File: config.mk
export PLATFORM = sky130hd
export DESIGN_NAME = led_pattern_sequencer
export DESIGN_NICKNAME = d
export VERILOG_FILES = /design/src/rtl/lps_pkg.sv /design/src/rtl/lps_engine.sv /design/src/rtl/lps_mean.sv /design/src/rtl/led_pattern_sequencer.sv
export VERILOG_INCLUDE_DIRS = /design/src /design/src/rtl
export SDC_FILE = /design/constraint.sdc
export NUM_CORES = 1
export LEC_CHECK = 0
export BUFFER_PORTS_ARGS = -buffer_cell sky130_fd_sc_hd__buf_2
export CAP_MARGIN = 20
export CORE_ASPECT_RATIO = 0.9
export CORE_MARGIN = 10
export CORE_UTILIZATION = 30
export CTS_BUF_LIST = sky130_fd_sc_hd__clkbuf_4
export DETAILED_ROUTE_END_ITERATION = 7
export SYNTH_ARGS = -nofsm -noshare
export SYNTH_HDL_FRONTEND = slang
export SYNTH_HIERARCHICAL = 1
export SYNTH_SLANG_ARGS = --single-unit
File: constraint.sdc
create_clock -name clk -period 23.5 [get_ports clk]
set_clock_uncertainty 0.2 [all_clocks]
set_input_delay 2.35 -clock clk [delete_from_list [all_inputs] [get_ports clk]]
set_output_delay 2.35 -clock clk [all_outputs]
set_load 0.01 [all_outputs]
File: src/rtl/led_pattern_sequencer_assert.svh
// Assertion macros shared by the LED pattern sequencer modules.
// Each macro checks on the rising edge of the given clock and is switched off
// while the active-low reset is asserted.
`ifndef LED_PATTERN_SEQUENCER_ASSERT_SVH
`define LED_PATTERN_SEQUENCER_ASSERT_SVH

// The consequent must hold in the same cycle as the antecedent.
`define LPS_ASSERT_IMPL(label, clk, rst_n, ante, cons, msg) \
    label: assert property (@(posedge clk) disable iff (!rst_n) (ante) |-> (cons)) \
        else $error(msg);

// The consequent must hold in the cycle after the antecedent.
`define LPS_ASSERT_NEXT(label, clk, rst_n, ante, cons, msg) \
    label: assert property (@(posedge clk) disable iff (!rst_n) (ante) |=> (cons)) \
        else $error(msg);

`endif

File: src/rtl/lps_pkg.sv
package lps_pkg;

    // Number of valid samples that make up one averaging window.
    localparam int WINDOW_LENGTH = 10;

    // Window sum width: holds WINDOW_LENGTH signed 16-bit samples.
    localparam int SUM_W = 16 + $clog2(WINDOW_LENGTH);
    // Sample counter width: holds the values 0 to WINDOW_LENGTH.
    localparam int CNT_W = $clog2(WINDOW_LENGTH + 1);

    // Reciprocal for the exact truncating divide of a window sum magnitude.
    localparam int RECIP_SHIFT = SUM_W + $clog2(WINDOW_LENGTH);
    localparam int RECIP_W = RECIP_SHIFT + 1;
    localparam longint unsigned RECIP_FULL =
        ((64'd1 << RECIP_SHIFT) + WINDOW_LENGTH - 1) / WINDOW_LENGTH;
    localparam logic [RECIP_W-1:0] RECIP = RECIP_W'(RECIP_FULL);

    // Item modes.
    localparam logic [1:0] MODE_TICK   = 2'd0;
    localparam logic [1:0] MODE_SAMPLE = 2'd1;
    localparam logic [1:0] MODE_SELECT = 2'd2;

    // Pattern codes.
    localparam logic [2:0] PAT_OFF   = 3'd0;
    localparam logic [2:0] PAT_SLOW  = 3'd1;
    localparam logic [2:0] PAT_FAST  = 3'd2;
    localparam logic [2:0] PAT_HEART = 3'd3;
    localparam logic [2:0] PAT_SOS   = 3'd4;
    localparam logic [2:0] PAT_COUNT = 3'd5;
    localparam logic [2:0] PAT_LAST  = PAT_COUNT;

    // Configuration register indexes.
    localparam logic [2:0] CFG_VALID_MIN       = 3'd0;
    localparam logic [2:0] CFG_VALID_MAX       = 3'd1;
    localparam logic [2:0] CFG_HOT_AVERAGE     = 3'd2;
    localparam logic [2:0] CFG_COLD_AVERAGE    = 3'd3;
    localparam logic [2:0] CFG_FAST_RATE_ABOVE = 3'd4;
    localparam logic [2:0] CFG_MID_RATE_ABOVE  = 3'd5;
    localparam logic [2:0] CFG_ADVANCE_TICKS   = 3'd6;

    // Configuration reset values.
    localparam logic signed [15:0] RST_VALID_MIN       = 16'sd0;
    localparam logic signed [15:0] RST_VALID_MAX       = 16'sd12800;
    localparam logic signed [15:0] RST_HOT_AVERAGE     = 16'sd8960;
    localparam logic signed [15:0] RST_COLD_AVERAGE    = 16'sd3840;
    localparam logic signed [15:0] RST_FAST_RATE_ABOVE = 16'sd10240;
    localparam logic signed [15:0] RST_MID_RATE_ABOVE  = 16'sd6400;
    localparam logic [7:0]         RST_ADVANCE_TICKS   = 8'd50;

    // Tick periods per pattern, in ms.
    localparam logic [9:0] TICK_MS_OFF   = 10'd1000;
    localparam logic [9:0] TICK_MS_SLOW  = 10'd1000;
    localparam logic [9:0] TICK_MS_FAST  = 10'd200;
    localparam logic [9:0] TICK_MS_HEART = 10'd100;
    localparam logic [9:0] TICK_MS_SOS   = 10'd1;
    localparam logic [9:0] TICK_MS_COUNT = 10'd300;

    // Morse timing: lit time of a dash and a dot, pause after the whole word.
    localparam logic [9:0] HOLD_MS_DASH = 10'd600;
    localparam logic [9:0] HOLD_MS_DOT  = 10'd200;
    localparam logic [9:0] SOS_PAUSE_MS = 10'd1000;
    localparam logic [3:0] MORSE_LAST       = 4'd8;
    localparam logic [3:0] MORSE_DASH_FIRST = 4'd3;
    localparam logic [3:0] MORSE_DASH_LAST  = 4'd5;

    // Step counter wraps after this value.
    localparam logic [5:0] STEP_LAST = 6'd39;

    // Sampling periods, in ms.
    localparam logic [10:0] SAMPLE_MS_FAST = 11'd500;
    localparam logic [10:0] SAMPLE_MS_MID  = 11'd1000;
    localparam logic [10:0] SAMPLE_MS_SLOW = 11'd2000;

    // One input beat.
    typedef struct packed {
        logic [1:0]         mode;
        logic signed [15:0] sample;
        logic [2:0]         pattern_sel;
    } item_t;

    // Configuration register file.
    typedef struct packed {
        logic signed [15:0] valid_min;
        logic signed [15:0] valid_max;
        logic signed [15:0] hot_average;
        logic signed [15:0] cold_average;
        logic signed [15:0] fast_rate_above;
        logic signed [15:0] mid_rate_above;
        logic [7:0]         advance_ticks;
    } cfg_t;

    // Result of one step, before the window mean is formed.
    typedef struct packed {
        logic [2:0]             leds;
        logic [9:0]             hold_ms;
        logic [9:0]             pause_ms;
        logic [9:0]             tick_period_ms;
        logic [2:0]             pattern_now;
        logic [31:0]            change_count;
        logic                   sample_ok;
        logic [10:0]            sample_period_ms;
        logic                   average_ready;
        logic signed [SUM_W-1:0] window_sum;
    } step_t;

endpackage

File: src/rtl/lps_engine.sv
`include "led_pattern_sequencer_assert.svh"

module lps_engine (
    input  logic           clk,
    input  logic           rst_n,
    input  logic           step_en,
    input  lps_pkg::item_t item,
    input  lps_pkg::cfg_t  cfg,
    output lps_pkg::step_t res
);
    import lps_pkg::*;

    // Engine state.
    logic [2:0]              pattern_reg, pattern_next;
    logic                    toggle_reg, toggle_next;
    logic [5:0]              step_count_reg, step_count_next;
    logic [7:0]              tick_count_reg, tick_count_next;
    logic [3:0]              morse_pos_reg, morse_pos_next;
    logic signed [SUM_W-1:0] sample_sum_reg, sample_sum_next;
    logic [CNT_W-1:0]        sample_number_reg, sample_number_next;
    logic [31:0]             changes_reg, changes_next;

    // Helpers for the step.
    logic signed [15:0]      smp;
    logic [7:0]              tick_inc;
    logic [5:0]              step_inc;
    logic [3:0]              heart_phase;
    logic                    heart_on;
    logic [3:0]              morse_inc;
    logic                    morse_dash;
    logic signed [SUM_W-1:0] sum_add;
    logic [CNT_W-1:0]        number_inc;
    logic signed [SUM_W:0]   sum_wide;
    logic signed [SUM_W:0]   hot_limit;
    logic signed [SUM_W:0]   cold_limit;
    logic                    in_range;
    logic                    change;
    logic [2:0]              change_to;

    assign smp = item.sample;

    // Counters and wrap points.
    assign tick_inc = tick_count_reg + 8'd1;
    assign step_inc = (step_count_reg == STEP_LAST) ? 6'd0 : step_count_reg + 6'd1;
    assign morse_inc = (morse_pos_reg >= MORSE_LAST) ? 4'd0 : morse_pos_reg + 4'd1;
    assign morse_dash = morse_pos_reg inside {[MORSE_DASH_FIRST:MORSE_DASH_LAST]};

    // Heartbeat phase is the step count modulo ten; the count stays below forty.
    always_comb
    begin
        if (step_count_reg >= 6'd30)
        begin
            heart_phase = 4'(step_count_reg - 6'd30);
        end
        else if (step_count_reg >= 6'd20)
        begin
            heart_phase = 4'(step_count_reg - 6'd20);
        end
        else if (step_count_reg >= 6'd10)
        begin
            heart_phase = 4'(step_count_reg - 6'd10);
        end
        else
        begin
            heart_phase = step_count_reg[3:0];
        end
    end

    assign heart_on = heart_phase inside {[4'd0:4'd1], [4'd3:4'd4]};

    // Window accumulation and exact threshold products.
    assign sum_add = sample_sum_reg + SUM_W'(smp);
    assign number_inc = sample_number_reg + CNT_W'(1);
    assign sum_wide = (SUM_W + 1)'(sum_add);
    assign hot_limit = (SUM_W + 1)'(cfg.hot_average) * (SUM_W + 1)'(WINDOW_LENGTH);
    assign cold_limit = (SUM_W + 1)'(cfg.cold_average) * (SUM_W + 1)'(WINDOW_LENGTH);
    assign in_range = (smp >= cfg.valid_min) && (smp <= cfg.valid_max);

    // One step of the engine for the item in the input register.
    always_comb
    begin
        pattern_next       = pattern_reg;
        toggle_next        = toggle_reg;
        step_count_next    = step_count_reg;
        tick_count_next    = tick_count_reg;
        morse_pos_next     = morse_pos_reg;
        sample_sum_next    = sample_sum_reg;
        sample_number_next = sample_number_reg;
        changes_next       = changes_reg;
        change             = 1'b0;
        change_to          = pattern_reg;
        res                = '0;

        case (item.mode)
            MODE_TICK:
            begin
                case (pattern_reg)
                    PAT_OFF:
                    begin
                        res.tick_period_ms = TICK_MS_OFF;
                    end
                    PAT_SLOW:
                    begin
                        toggle_next = ~toggle_reg;
                        res.leds = {2'b00, ~toggle_reg};
                        res.tick_period_ms = TICK_MS_SLOW;
                    end
                    PAT_FAST:
                    begin
                        toggle_next = ~toggle_reg;
                        res.leds = {1'b0, ~toggle_reg, 1'b0};
                        res.tick_period_ms = TICK_MS_FAST;
                    end
                    PAT_HEART:
                    begin
                        res.leds = heart_on ? 3'b100 : 3'b000;
                        step_count_next = step_inc;
                        res.tick_period_ms = TICK_MS_HEART;
                    end
                    PAT_SOS:
                    begin
                        res.leds = 3'b111;
                        res.hold_ms = morse_dash ? HOLD_MS_DASH : HOLD_MS_DOT;
                        morse_pos_next = morse_inc;
                        res.pause_ms = (morse_inc == 4'd0) ? SOS_PAUSE_MS : 10'd0;
                        res.tick_period_ms = TICK_MS_SOS;
                    end
                    PAT_COUNT:
                    begin
                        res.leds = step_count_reg[2:0];
                        step_count_next = step_inc;
                        res.tick_period_ms = TICK_MS_COUNT;
                    end
                    default:
                    begin
                    end
                endcase

                // Automatic advance every advance_ticks ticks.
                tick_count_next = tick_inc;
                if (tick_inc == cfg.advance_ticks)
                begin
                    tick_count_next = 8'd0;
                    change = 1'b1;
                    change_to = (pattern_reg >= PAT_LAST) ? PAT_OFF : pattern_reg + 3'd1;
                end
            end
            MODE_SAMPLE:
            begin
                res.sample_ok = in_range;
                if (in_range)
                begin
                    sample_sum_next = sum_add;
                    sample_number_next = number_inc;
                    if (number_inc >= CNT_W'(WINDOW_LENGTH))
                    begin
                        res.average_ready = 1'b1;
                        res.window_sum = sum_add;
                        if (sum_wide > hot_limit)
                        begin
                            change = 1'b1;
                            change_to = PAT_FAST;
                        end
                        else if (sum_wide < cold_limit)
                        begin
                            change = 1'b1;
                            change_to = PAT_SOS;
                        end
                        sample_sum_next = '0;
                        sample_number_next = '0;
                    end
                end

                // Adaptive sampling period.
                if (smp > cfg.fast_rate_above)
                begin
                    res.sample_period_ms = SAMPLE_MS_FAST;
                end
                else if (smp > cfg.mid_rate_above)
                begin
                    res.sample_period_ms = SAMPLE_MS_MID;
                end
                else
                begin
                    res.sample_period_ms = SAMPLE_MS_SLOW;
                end
            end
            MODE_SELECT:
            begin
                if (item.pattern_sel <= PAT_LAST)
                begin
                    change = 1'b1;
                    change_to = item.pattern_sel;
                end
            end
            default:
            begin
            end
        endcase

        // A pattern change resets the step count and the toggle and is counted.
        if (change)
        begin
            pattern_next = change_to;
            step_count_next = 6'd0;
            toggle_next = 1'b0;
            changes_next = changes_reg + 32'd1;
        end

        res.pattern_now = pattern_next;
        res.change_count = changes_next;
    end

    // State registers advance once per stepped beat.
    always_ff @(posedge clk or negedge rst_n)
    begin
        if (!rst_n)
        begin
            pattern_reg       <= PAT_SLOW;
            toggle_reg        <= 1'b0;
            step_count_reg    <= 6'd0;
            tick_count_reg    <= 8'd0;
            morse_pos_reg     <= 4'd0;
            sample_sum_reg    <= '0;
            sample_number_reg <= '0;
            changes_reg       <= 32'd0;
        end
        else if (step_en)
        begin
            pattern_reg       <= pattern_next;
            toggle_reg        <= toggle_next;
            step_count_reg    <= step_count_next;
            tick_count_reg    <= tick_count_next;
            morse_pos_reg     <= morse_pos_next;
            sample_sum_reg    <= sample_sum_next;
            sample_number_reg <= sample_number_next;
            changes_reg       <= changes_next;
        end
    end

    // The Morse position and the step count stay inside their wrap ranges.
    `LPS_ASSERT_IMPL(a_morse_range, clk, rst_n, 1'b1,
                     morse_pos_reg <= MORSE_LAST, "Morse position out of range")
    `LPS_ASSERT_IMPL(a_step_range, clk, rst_n, 1'b1,
                     step_count_reg <= STEP_LAST, "step count out of range")

    // Without a step the pattern and the change count hold.
    `LPS_ASSERT_NEXT(a_idle_holds, clk, rst_n, !step_en,
                     $stable(changes_reg) && $stable(pattern_reg),
                     "state moved without a step")

endmodule

File: src/rtl/lps_mean.sv
module lps_mean (
    input  logic signed [lps_pkg::SUM_W-1:0] window_sum,
    output logic signed [15:0]               average
);
    import lps_pkg::*;

    localparam int PROD_W = SUM_W + RECIP_W;

    logic                negative;
    logic [SUM_W-1:0]    magnitude;
    logic [PROD_W-1:0]   product;
    logic [15:0]         quotient;

    // Truncation toward zero: divide the magnitude, then restore the sign.
    assign negative = window_sum[SUM_W-1];
    assign magnitude = negative ? SUM_W'(-window_sum) : SUM_W'(window_sum);

    // The rounded-up reciprocal gives the exact quotient for every magnitude.
    assign product = PROD_W'(magnitude) * PROD_W'(RECIP);
    assign quotient = product[RECIP_SHIFT +: 16];

    assign average = negative ? -$signed(quotient) : $signed(quotient);

endmodule

File: src/rtl/led_pattern_sequencer.sv
// Three-LED pattern engine. Each input beat is a pattern tick, a temperature
// sample or a pattern select, and each gives exactly one result beat. The
// block takes one beat every cycle while item_stall is low. A result moves
// from the input register through the engine step into a middle register,
// then through the window mean into the output register, where it waits
// until it is taken. All three stages move together: while a result waits
// with result_stall high, item_stall is high in the same cycle, and the
// block otherwise keeps accepting at full rate. Configuration writes take
// effect on the next clock edge and should only be issued while no beat is
// in flight.
`include "led_pattern_sequencer_assert.svh"

module led_pattern_sequencer (
    input  logic               clk,
    input  logic               rst_n,

    // Configuration write port.
    input  logic               cfg_we,
    input  logic [2:0]         cfg_index,
    input  logic [15:0]        cfg_data,

    // Item channel.
    input  logic               item_valid,
    output logic               item_stall,
    input  logic [1:0]         mode,
    input  logic signed [15:0] sample,
    input  logic [2:0]         pattern_sel,

    // Result channel.
    output logic               result_valid,
    input  logic               result_stall,
    output logic [2:0]         leds,
    output logic [9:0]         hold_ms,
    output logic [9:0]         pause_ms,
    output logic [9:0]         tick_period_ms,
    output logic [2:0]         pattern_now,
    output logic [31:0]        change_count,
    output logic               sample_ok,
    output logic [10:0]        sample_period_ms,
    output logic signed [15:0] average,
    output logic               average_ready
);
    import lps_pkg::*;

    cfg_t               cfg_reg;
    logic               advance;
    logic               in_valid_reg;
    item_t              in_item_reg;
    logic               mid_valid_reg;
    step_t              mid_step_reg;
    step_t              step_res;
    logic               result_valid_reg;
    step_t              out_step_reg;
    logic signed [15:0] mean;
    logic signed [15:0] average_reg;

    // Configuration registers.
    always_ff @(posedge clk or negedge rst_n)
    begin
        if (!rst_n)
        begin
            cfg_reg.valid_min       <= RST_VALID_MIN;
            cfg_reg.valid_max       <= RST_VALID_MAX;
            cfg_reg.hot_average     <= RST_HOT_AVERAGE;
            cfg_reg.cold_average    <= RST_COLD_AVERAGE;
            cfg_reg.fast_rate_above <= RST_FAST_RATE_ABOVE;
            cfg_reg.mid_rate_above  <= RST_MID_RATE_ABOVE;
            cfg_reg.advance_ticks   <= RST_ADVANCE_TICKS;
        end
        else if (cfg_we)
        begin
            case (cfg_index)
                CFG_VALID_MIN:       cfg_reg.valid_min       <= cfg_data;
                CFG_VALID_MAX:       cfg_reg.valid_max       <= cfg_data;
                CFG_HOT_AVERAGE:     cfg_reg.hot_average     <= cfg_data;
                CFG_COLD_AVERAGE:    cfg_reg.cold_average    <= cfg_data;
                CFG_FAST_RATE_ABOVE: cfg_reg.fast_rate_above <= cfg_data;
                CFG_MID_RATE_ABOVE:  cfg_reg.mid_rate_above  <= cfg_data;
                CFG_ADVANCE_TICKS:   cfg_reg.advance_ticks   <= cfg_data[7:0];
                default:
                begin
                end
            endcase
        end
    end

    // The pipeline moves whenever the output register is empty or being taken.
    assign advance = !result_valid_reg || !result_stall;
    assign item_stall = !advance;

    // Valid bits of the three stages.
    always_ff @(posedge clk or negedge rst_n)
    begin
        if (!rst_n)
        begin
            in_valid_reg     <= 1'b0;
            mid_valid_reg    <= 1'b0;
            result_valid_reg <= 1'b0;
        end
        else if (advance)
        begin
            in_valid_reg     <= item_valid;
            mid_valid_reg    <= in_valid_reg;
            result_valid_reg <= mid_valid_reg;
        end
    end

    // Stage payloads.
    always_ff @(posedge clk)
    begin
        if (advance && item_valid)
        begin
            in_item_reg.mode        <= mode;
            in_item_reg.sample      <= sample;
            in_item_reg.pattern_sel <= pattern_sel;
        end
        if (advance && in_valid_reg)
        begin
            mid_step_reg <= step_res;
        end
        if (advance && mid_valid_reg)
        begin
            out_step_reg <= mid_step_reg;
            average_reg  <= mid_step_reg.average_ready ? mean : 16'sd0;
        end
    end

    lps_engine u_engine (
        .clk     (clk),
        .rst_n   (rst_n),
        .step_en (advance && in_valid_reg),
        .item    (in_item_reg),
        .cfg     (cfg_reg),
        .res     (step_res)
    );

    lps_mean u_mean (
        .window_sum (mid_step_reg.window_sum),
        .average    (mean)
    );

    // Result beat.
    assign result_valid     = result_valid_reg;
    assign leds             = out_step_reg.leds;
    assign hold_ms          = out_step_reg.hold_ms;
    assign pause_ms         = out_step_reg.pause_ms;
    assign tick_period_ms   = out_step_reg.tick_period_ms;
    assign pattern_now      = out_step_reg.pattern_now;
    assign change_count     = out_step_reg.change_count;
    assign sample_ok        = out_step_reg.sample_ok;
    assign sample_period_ms = out_step_reg.sample_period_ms;
    assign average          = average_reg;
    assign average_ready    = out_step_reg.average_ready;

    // A finished window always comes from a valid sample, and the mean is
    // zero on every other result.
    `LPS_ASSERT_IMPL(a_ready_needs_ok, clk, rst_n, result_valid_reg && average_ready,
                     sample_ok, "window closed on an invalid sample")
    `LPS_ASSERT_IMPL(a_mean_zero, clk, rst_n, result_valid_reg && !average_ready,
                     average == 16'sd0, "mean set without a finished window")

endmodule

; ---- Yosys cells after proc, flatten, opt, wreduce, memory -nomap -nowiden
; Index checks and enable logic that the tools add are counted.
; W data, S select, Z words.
[word_totals]
register_bits = 404
wordCells = 172
in_bits = 45
[classes]
n_addsub = 12
mul = 3
order_cmp = 19
n_bitwise = 2
eq_ne = 15
reduce_logical = 38
n_mux = 41
[ops]
columns = op, n
row1 = $pmux W10 S5, 1
row2 = $mul A16 B4 Y20 const B, 2
row3 = $mux W20, 2
row4 = $mul A20 B20 Y39 const B, 1
row5 = $add A32 B1 Y32 const B, 1
row6 = $gt A16 B16 Y1, 2
row7 = $mux W32, 1
row8 = $mux W3, 9
row9 = $mux W6, 4
row10 = $gt A20 B21 Y1, 1
row11 = $lt A20 B21 Y1, 1
row12 = $mux W21, 1
row13 = $add A20 B16 Y20, 1
row14 = $mux W10, 2
row15 = $mux W4, 5
row16 = $neg A20 Y20, 1
row17 = $reduce_and A2 Y1, 10
row18 = $ge A16 B16 Y1, 1
row19 = $le A16 B16 Y1, 1
row20 = $mux W16, 1
row21 = $neg A16 Y16, 1
row22 = $eq A3 B3 Y1 const B, 5
row23 = $pmux W3 S5, 1
row24 = $reduce_and A3 Y1, 5
row25 = other kinds (36), 70

; ---- Depth between registers and ports, before layout
; Gate-level depths: netlist (run 1).
[logic_depth]
word_depth = 9
depth_mapped = 36
mapped_depth_nobuf = 36

; ---- Cells and area by module
; Netlist (run 1), hierarchy kept.
[modules_own_cells]
columns = module, cells_per_inst, seq_area_each_um2, area_per_inst_um2, n_inst
row1 = led_pattern_sequencer, 475, 9276.4, 10836.6, 1
row2 = lps_engine, 1326, 1953.1, 10727.8, 1
row3 = lps_mean, 896, 0.0, 8172.8, 1

; ---- Least setup slack after synthesis (run 1)
; No wires, ideal clock.
[synth_timing]
path_kind = reg2reg
start = reg mid_step_reg[3] (netlist bit)
end = reg average_reg[15], in the netlist average[15] (data pin)
setup_ps = 255
n_path_buf = 0
synth_period_minus_slack_ps = 8978
stages_incl_launch_ff = 33
setup_slack_ps = 14522
t_arrival_ps = 8524
path_cell_list = edfxtp_1 -> nor4_1 -> nor2b_1 -> nand2_1 -> or3_1 -> or3_1 -> or3_1 -> nand2_1 -> xor2_1 -> inv_1 -> ha_1 -> fa_1 -> ha_1 -> inv_1 -> fa_1 -> inv_1 -> fa_1 -> fa_1 -> inv_1 -> fa_1 -> inv_1 -> ha_1 -> a21oi_2 -> o211ai_1 -> a311o_1 -> a41o_1 -> a31oi_4 -> o211ai_1 -> xor2_1 -> or4b_2 -> o41ai_2 -> xnor2_1 -> and2_1
[synth_between]
elab_chain_cells = 5
[synth_rtl]
columns = element, line
row1 = from (decl), led_pattern_sequencer.sv:50  ; step_t mid_step_reg;
row2 = from (signal assigned), led_pattern_sequencer.sv:119  ; mid_step_reg <= step_res;
row3 = $neg A20 Y20, lps_mean.sv:16  ; assign magnitude = negative ? SUM_W'(-window_sum) : SUM_W'(window_sum);
row4 = $mux W20 *, lps_mean.sv:16
row5 = $mul A20 B20 Y39 *, lps_mean.sv:19  ; assign product = PROD_W'(magnitude) * PROD_W'(RECIP);
row6 = $neg A16 Y16, lps_mean.sv:22  ; assign average = negative ? -$signed(quotient) : $signed(quotient);
row7 = $mux W16 *, lps_mean.sv:22
row8 = named net mean[15], led_pattern_sequencer.sv:54  ; logic signed [15:0] mean;
row9 = to (signal assigned), led_pattern_sequencer.sv:124  ; average_reg <= mid_step_reg.average_ready ? mean : 16'sd0;
row10 = to (decl), led_pattern_sequencer.sv:55  ; logic signed [15:0] average_reg;
; The timed path passes the listed nets; every way through them passes the cells marked *.
; A chain may end at the register's enable or synchronous reset.

; ---- Worst setup path in the final report (run 1)
[layout_timing]
start = reg mid_step_reg[4] (netlist bit)
end = reg average_reg[14], in the netlist average[14] (data pin)
; The elaborated chain is that of the path after synthesis.

==> results of run 1 <==
worst paths after layout:
kind | endpoint | slack, ns
worst max-delay path | average[14] | 13.76
worst min-delay path | sample_period_ms[2] | 0.12
worst max register to register | average[14] | 13.76
worst min register to register | sample_period_ms[2] | 0.12
max in group asynchronous | u_engine/morse_pos_reg[3] | 20.48
min in group asynchronous | cfg_reg[28] | 1.28
cell usage in the layout, fill, tap and decap left out, types with 16 or more instances in the layout:
cell type,n
xor2_1,51
nand2b_1,25
and3_1,30
edfxtp_1,219
o31ai_1,32
nor2_1,107
fa_1,137
o21a_1,20
a21oi_1,114
nor3_1,27
nor2b_1,28
o21ai_0,94
inv_1,342
dfrtp_1,166
dfstp_2,19
a211oi_1,16
a31oi_1,18
and2_1,36
ha_1,389
a21o_1,42
xnor2_1,135
nand3_1,59
clkbuf_4,161
nand4_1,41
mux2_2,101
buf_2,142
nand2_1,156
worst max-delay path, delay by kind of cell (launching register included):
family / cells / cell delay, ns
AO/OA/AOI/OAI: 6 / 1.41
XOR/XNOR: 3 / 0.52
adder cells (fa/ha/maj): 8 / 3.60
buffers and inverters: 5 / 0.37
flip-flops: 1 / 0.42
AND/OR/NAND/NOR: 10 / 2.94
layer usage:
metal	global-route usage	vias to the layer above
met5	0	-
met4	0.0363	10
met3	0.0304	112
met2	0.208	464
met1	0.179	9844
li1	-	9903
metrics by stage:
stage	worst slack (ns)	hold slack [ns]	util	instance area, um^2	std cells
floorplan	14.52	0.200	-	29800	2709
global placement	13.92	0.201	0.324	31800	4112
detailed placement	13.85	0.205	0.324	31800	4113
CTS	13.81	0.132	0.338	33200	4301
global route	13.14	0.152	0.338	33300	4306
finish	13.76	0.123	0.338	33300	4307
cell usage after synthesis (5+ instances only):
cell	n	share of area
a211oi_1	16	0.0040
a21o_1	42	0.011
a21oi_1	115	0.019
a31oi_1	18	0.0038
and2_1	38	0.0080
and3_1	30	0.0063
and4_1	5	0.0015
buf_2	13	0.0022
buf_4	31	0.0078
buf_6	5	0.0019
clkbuf_1	32	0.0040
dfrtp_1	166	0.14
dfstp_2	19	0.017
edfxtp_1	219	0.22
fa_1	137	0.092
ha_1	389	0.16
inv_1	342	0.043
mux2_2	101	0.038
mux2_4	11	0.0056
mux2i_1	7	0.0024
nand2_1	156	0.020
nand2b_1	25	0.0053
nand3_1	59	0.0099
nand4_1	41	0.0086
nand4b_1	5	0.0015
nor2_1	107	0.014
nor2b_1	28	0.0059
nor3_1	27	0.0045
nor4_1	5	0.0011
o211ai_1	14	0.0035
o21a_1	20	0.0050
o21ai_0	94	0.016
o21ai_1	13	0.0022
o21bai_1	12	0.0030
o221ai_1	5	0.0015
o31ai_1	32	0.0081
or2_2	8	0.0017
or3_1	12	0.0025
xnor2_1	135	0.040
xor2_1	51	0.015
layout make-up:
cell class	count	area [um^2]
repair buffers	157	837
flip-flops and latches	404	11200
fillers	9911	65100
well taps	1332	1670
clock buffers	161	1210
multi-input cells	1878	16800
inverters	343	1290
clock inverters	27	213
diodes	5	12.5
kinds of logic after synthesis:
| kind of cell | count (synthesis) | synth area share |
|---|---|---|
| buf+inv | 427 | 0.0596 |
| mux | 119 | 0.0462 |
| fa+ha+maj | 530 | 0.257 |
| xor+xnor | 186 | 0.0548 |
| flops | 404 | 0.378 |
| simple gates | 579 | 0.101 |
| other cells | 1 | 0.000126 |
| compound gates | 451 | 0.103 |
==> flow_metrics.env, run 1 <==
export IMPL_run_status="complete, no violations"
export IMPL_drt_pass_1_iters=5
export IMPL_critical_path_max_fanout=7
export IMPL_clk_pin_slew_worst_paths_ns=0.07
export IMPL_first_iter_violations=1259
export IMPL_timing_setup_critical_path_class="reg2reg"
export IMPL_worstSetupEndpointType="flop"
export IMPL_timing_final_hold_violations=0
export IMPL_place_hpwl_um=57300
export IMPL_max_stage_delay_cell_worst_path="fa_1"
export IMPL_detail_route_antenna_nets=0
export IMPL_fmaxAchievable_ghz=0.103
export IMPL_tritoncts_clock_tree="built"
export IMPL_cts_repair_resized=0
export IMPL_top_level_ports=144
export IMPL_synth_ff_latch_count=404
export IMPL_required_ns=23.88
export IMPL_layout_drive_gt1_share=0.174
export IMPL_period_share=0.414
export IMPL_placement_rows=109
export IMPL_first_pass_grt_wire_length_um=118000
export IMPL_worstHoldPathType="reg2reg"
export IMPL_clk_root_buffer_cell="clkbuf_4"
export IMPL_totalNegativeSetupSlack_ns=0
export IMPL_final_net_count=3457
export IMPL_regToRegStartpoint="mid_step_reg[4]"
export IMPL_crit_arrival_ns=10.12
export IMPL_post_drt_wl_per_cell_um=17.1
export IMPL_finalSetupViolCount=0
export IMPL_cts_htree_levels=3
export IMPL_grt_overflow_total=0
export IMPL_largest_reg_flops=104
export IMPL_post_synth_instance_area_um2=29700
export IMPL_wire_length_on_met2_um=33500
export IMPL_fp_dieArea_um2=112000
export IMPL_floorplan_initialDensity=0.302
export IMPL_cts_buffers=102
export IMPL_post_cts_hold_buffer_count=0
export IMPL_min_delay_path_depth=0
export IMPL_drt_total_wl_um=73800
export IMPL_post_synth_cell_types=97
export IMPL_avgSynthCellArea_um2=11.0
export IMPL_drv_max_cap_violation_count=0
export IMPL_post_route_drc_count=0
export IMPL_floorplan_die_width_um=352
export IMPL_core_um2=98300
export IMPL_max_slew_margin=0.369
export IMPL_hp_start="mid_step_reg[23]"
export IMPL_first_global_vias=21000
export IMPL_maximum_number_of_pins_on_one_net_before_global_route_repair=78
export IMPL_detailroute_wirelength_met3_um=3860
export IMPL_reg2regPathDepth=32
export IMPL_postSynth_asyncResetShare=0.458
export IMPL_final_min_clock_period_ns=9.74
export IMPL_worst_setup_path_start_kind="flop"
export IMPL_dr_total_vias=20300
export IMPL_synth_warning_count=6
export IMPL_final_max_slew_violation_count=0
export IMPL_synth_ff_type="edfxtp_1"
export IMPL_cts_setup_buffers=0
export IMPL_tritoncts_num_sinks=404
export IMPL_drt_vias_per_instance=4.72
export IMPL_worst_path_largest_cell_delay_ns=0.54
export IMPL_gp_congestion=0.880
export IMPL_clock_latency_ns=0.92
export IMPL_area_growth_synth_to_final_pct=11.9
export IMPL_rsz_0062_raised_after_global_routing="false"
export IMPL_clk_path_buf_depth=3
export IMPL_route_layer_met1_wl_um=34800
export IMPL_worstMarginPinSlew_ns=0.947
export IMPL_chipHeight_um=319
export IMPL_track_usage=0.132
export IMPL_antenna_found_initial=9
export IMPL_highest_signal_layer="met5"
export IMPL_place_port_buffers=143
export IMPL_critPathLaunch="mid_step_reg[4]"
export IMPL_postSynthCellCount=2697
export IMPL_synth_edff_count=219
export IMPL_synth_seq_area_share=0.378
Power of run 1 is left out: the tool's default activity adds up to more than one toggle a clock period on the data nets, which glitch-free logic cannot reach.
==> run 2: changes to the inputs <==
==> constraint.sdc (replaced) <==
create_clock -name clk -period 9 [get_ports clk]
set_clock_uncertainty 0.2 [all_clocks]
set_input_delay 0.9 -clock clk [delete_from_list [all_inputs] [get_ports clk]]
set_output_delay 0.9 -clock clk [all_outputs]
set_load 0.01 [all_outputs]
==> flow_metrics.env, run 2 (synthesized netlist as in run 1, its figures left out) <==
export IMPL_run_status="complete, no violations"
export IMPL_reg2regPathDepth=33
export IMPL_maximum_number_of_pins_on_one_net_before_global_route_repair=87
export IMPL_drt_pass_1_iters=5
export IMPL_final_min_clock_period_ns=8.88
export IMPL_top_level_ports=144
export IMPL_final_net_count=3586
export IMPL_clock_latency_ns=0.93
export IMPL_gr_usage_met3=0.0291
export IMPL_layout_drive_gt1_share=0.225
export IMPL_placement_rows=109
export IMPL_track_usage=0.132
export IMPL_finalSetupViolCount=0
export IMPL_mostFrequentLayoutCell="ha_1"
export IMPL_period_share=0.987
export IMPL_post_route_drc_count=0
export IMPL_final_fill_count=9829
export IMPL_chipHeight_um=319
export IMPL_gp_congestion=0.866
export IMPL_required_ns=9.41
export IMPL_timing_setup_critical_path_class="reg2reg"
export IMPL_worstMarginPinSlew_ns=0.967
export IMPL_worst_path_largest_cell_delay_ns=0.55
export IMPL_worstHoldPathType="in2reg"
export IMPL_worstSetupEndpoint="average[15]"
export IMPL_grt_busiest_layer="met2"
export IMPL_rsz_0062_raised_after_global_routing="true"
export IMPL_final_max_slew_violation_count=0
export IMPL_r2r_end="average[15]"
export IMPL_place_port_buffers=143
export IMPL_regToRegStartpoint="mid_step_reg[5]"
export IMPL_max_slew_margin=0.355
export IMPL_cell_total_after_placement=4203
export IMPL_floorplan_die_width_um=352
export IMPL_max_stage_delay_cell_worst_path="or4_4"
export IMPL_first_global_vias=21400
export IMPL_critPathLaunch="mid_step_reg[5]"
export IMPL_clk_pin_slew_worst_paths_ns=0.07
export IMPL_first_iter_violations=1053
export IMPL_detail_route_antenna_nets=0
export IMPL_largest_reg_flops=104
export IMPL_layoutNonFillerInstCount=4443
export IMPL_cts_htree_levels=3
export IMPL_fp_dieArea_um2=112000
export IMPL_crit_arrival_ns=9.29
export IMPL_dr_total_vias=20800
export IMPL_post_drt_wl_per_cell_um=16.9
export IMPL_grt_use_met2=0.209
export IMPL_first_pass_grt_wire_length_um=118000
export IMPL_fmaxAchievable_ghz=0.113
export IMPL_tritoncts_num_sinks=404
export IMPL_worst_setup_path_start_kind="flop"
export IMPL_worstSetupEndpointType="flop"
export IMPL_grt_util_met1=0.180
export IMPL_tritoncts_clock_tree="built"
export IMPL_floorplan_initialDensity=0.302
export IMPL_place_hpwl_um=58000
export IMPL_worst_r2r_setup_slack_ns=0.12
export IMPL_top_library_cells_by_usage_in_the_layout_fill_and_taps_aside="ha_1, inv_1, edfxtp_1"
export IMPL_area_growth_synth_to_final_pct=16.9
export IMPL_core_um2=98300
export IMPL_drv_max_cap_violation_count=0
export IMPL_timing_final_hold_violations=0
export IMPL_drt_total_wl_um=74900
export IMPL_drt_vias_per_instance=4.69
export IMPL_antenna_found_initial=6
export IMPL_clk_path_buf_depth=3
export IMPL_grt_overflow_total=0
export IMPL_clk_root_buffer_cell="clkbuf_4"
export IMPL_critical_path_max_fanout=6
export IMPL_cts_buffers=106
==> run 2: stage by stage <==
stage	TNS [ns]	util	area (um^2)	setup WS [ns]	hold slack, ns
after floorplan	0	-	29800	0.0217	0.200
after global placement	-0.251	0.331	32500	-0.0694	0.201
after detailed placement	-0.816	0.331	32500	-0.215	0.205
after CTS	0	0.348	34200	0.00184	0.0106
after global routing	-0.932	0.354	34800	-0.173	0.0383
final	0	0.354	34800	0.117	0.107
==> run 2: timing repair <==
| action | in CTS | in global routing |
|---|---|---|
| pin swaps | 5 | 54 |
| gates resized for setup | 14 | 98 |
| endpoints found under the hold margin | 101 | 0 |
| setup endpoints to repair | 7 | 13 |
| hold buffers | 22 | 0 |
| buffers inserted | 4 | 8 |
==> run 2: worst min-delay path by stage <==
stage | startpoint | to | slack (ns) | cells after the start
after floorplan | mid_step_reg[33] | change_count[0] | 0.20 | 0
after global placement | mid_step_reg[58] | change_count[25] | 0.20 | 0
after detailed placement | mid_step_reg[57] | change_count[24] | 0.20 | 0
after CTS | item_valid | in_valid_reg | 0.01 | 2
after global routing | item_valid | in_valid_reg | 0.04 | 2
final | item_valid | in_valid_reg | 0.11 | 2
==> run 2: metal layers <==
metal	vias up	part of all wire
met3	122	0.052
met4	2	0.023
met1	10100	0.47
met5	-	0.00017
met2	466	0.46
li1	10100	-
==> run 2: worst max-delay path: cells and delay by family, from the launching register on <==
family	cells	cell delay [ns]
compound gates	4	1.17
xor+xnor	3	0.38
fa+ha+maj	8	3.20
buf+inv	6	0.41
flops	1	0.43
simple gates	12	2.88
==> run 2: cell type report <==
cell class / instances / area, um^2 / share of cell area
Multi-Input combinational cell: 1878 / 17300 / 0.499
Sequential cell: 404 / 11200 / 0.323
Timing Repair Buffer: 282 / 1850 / 0.0532
Tap cell: 1332 / 1670 / 0.0479
Inverter: 343 / 1290 / 0.0370
Clock buffer: 151 / 1130 / 0.0326
Clock inverter: 49 / 248 / 0.00713
Antenna cell: 4 / 10.0 / 0.000288
Power of run 2 is left out for the same reason.
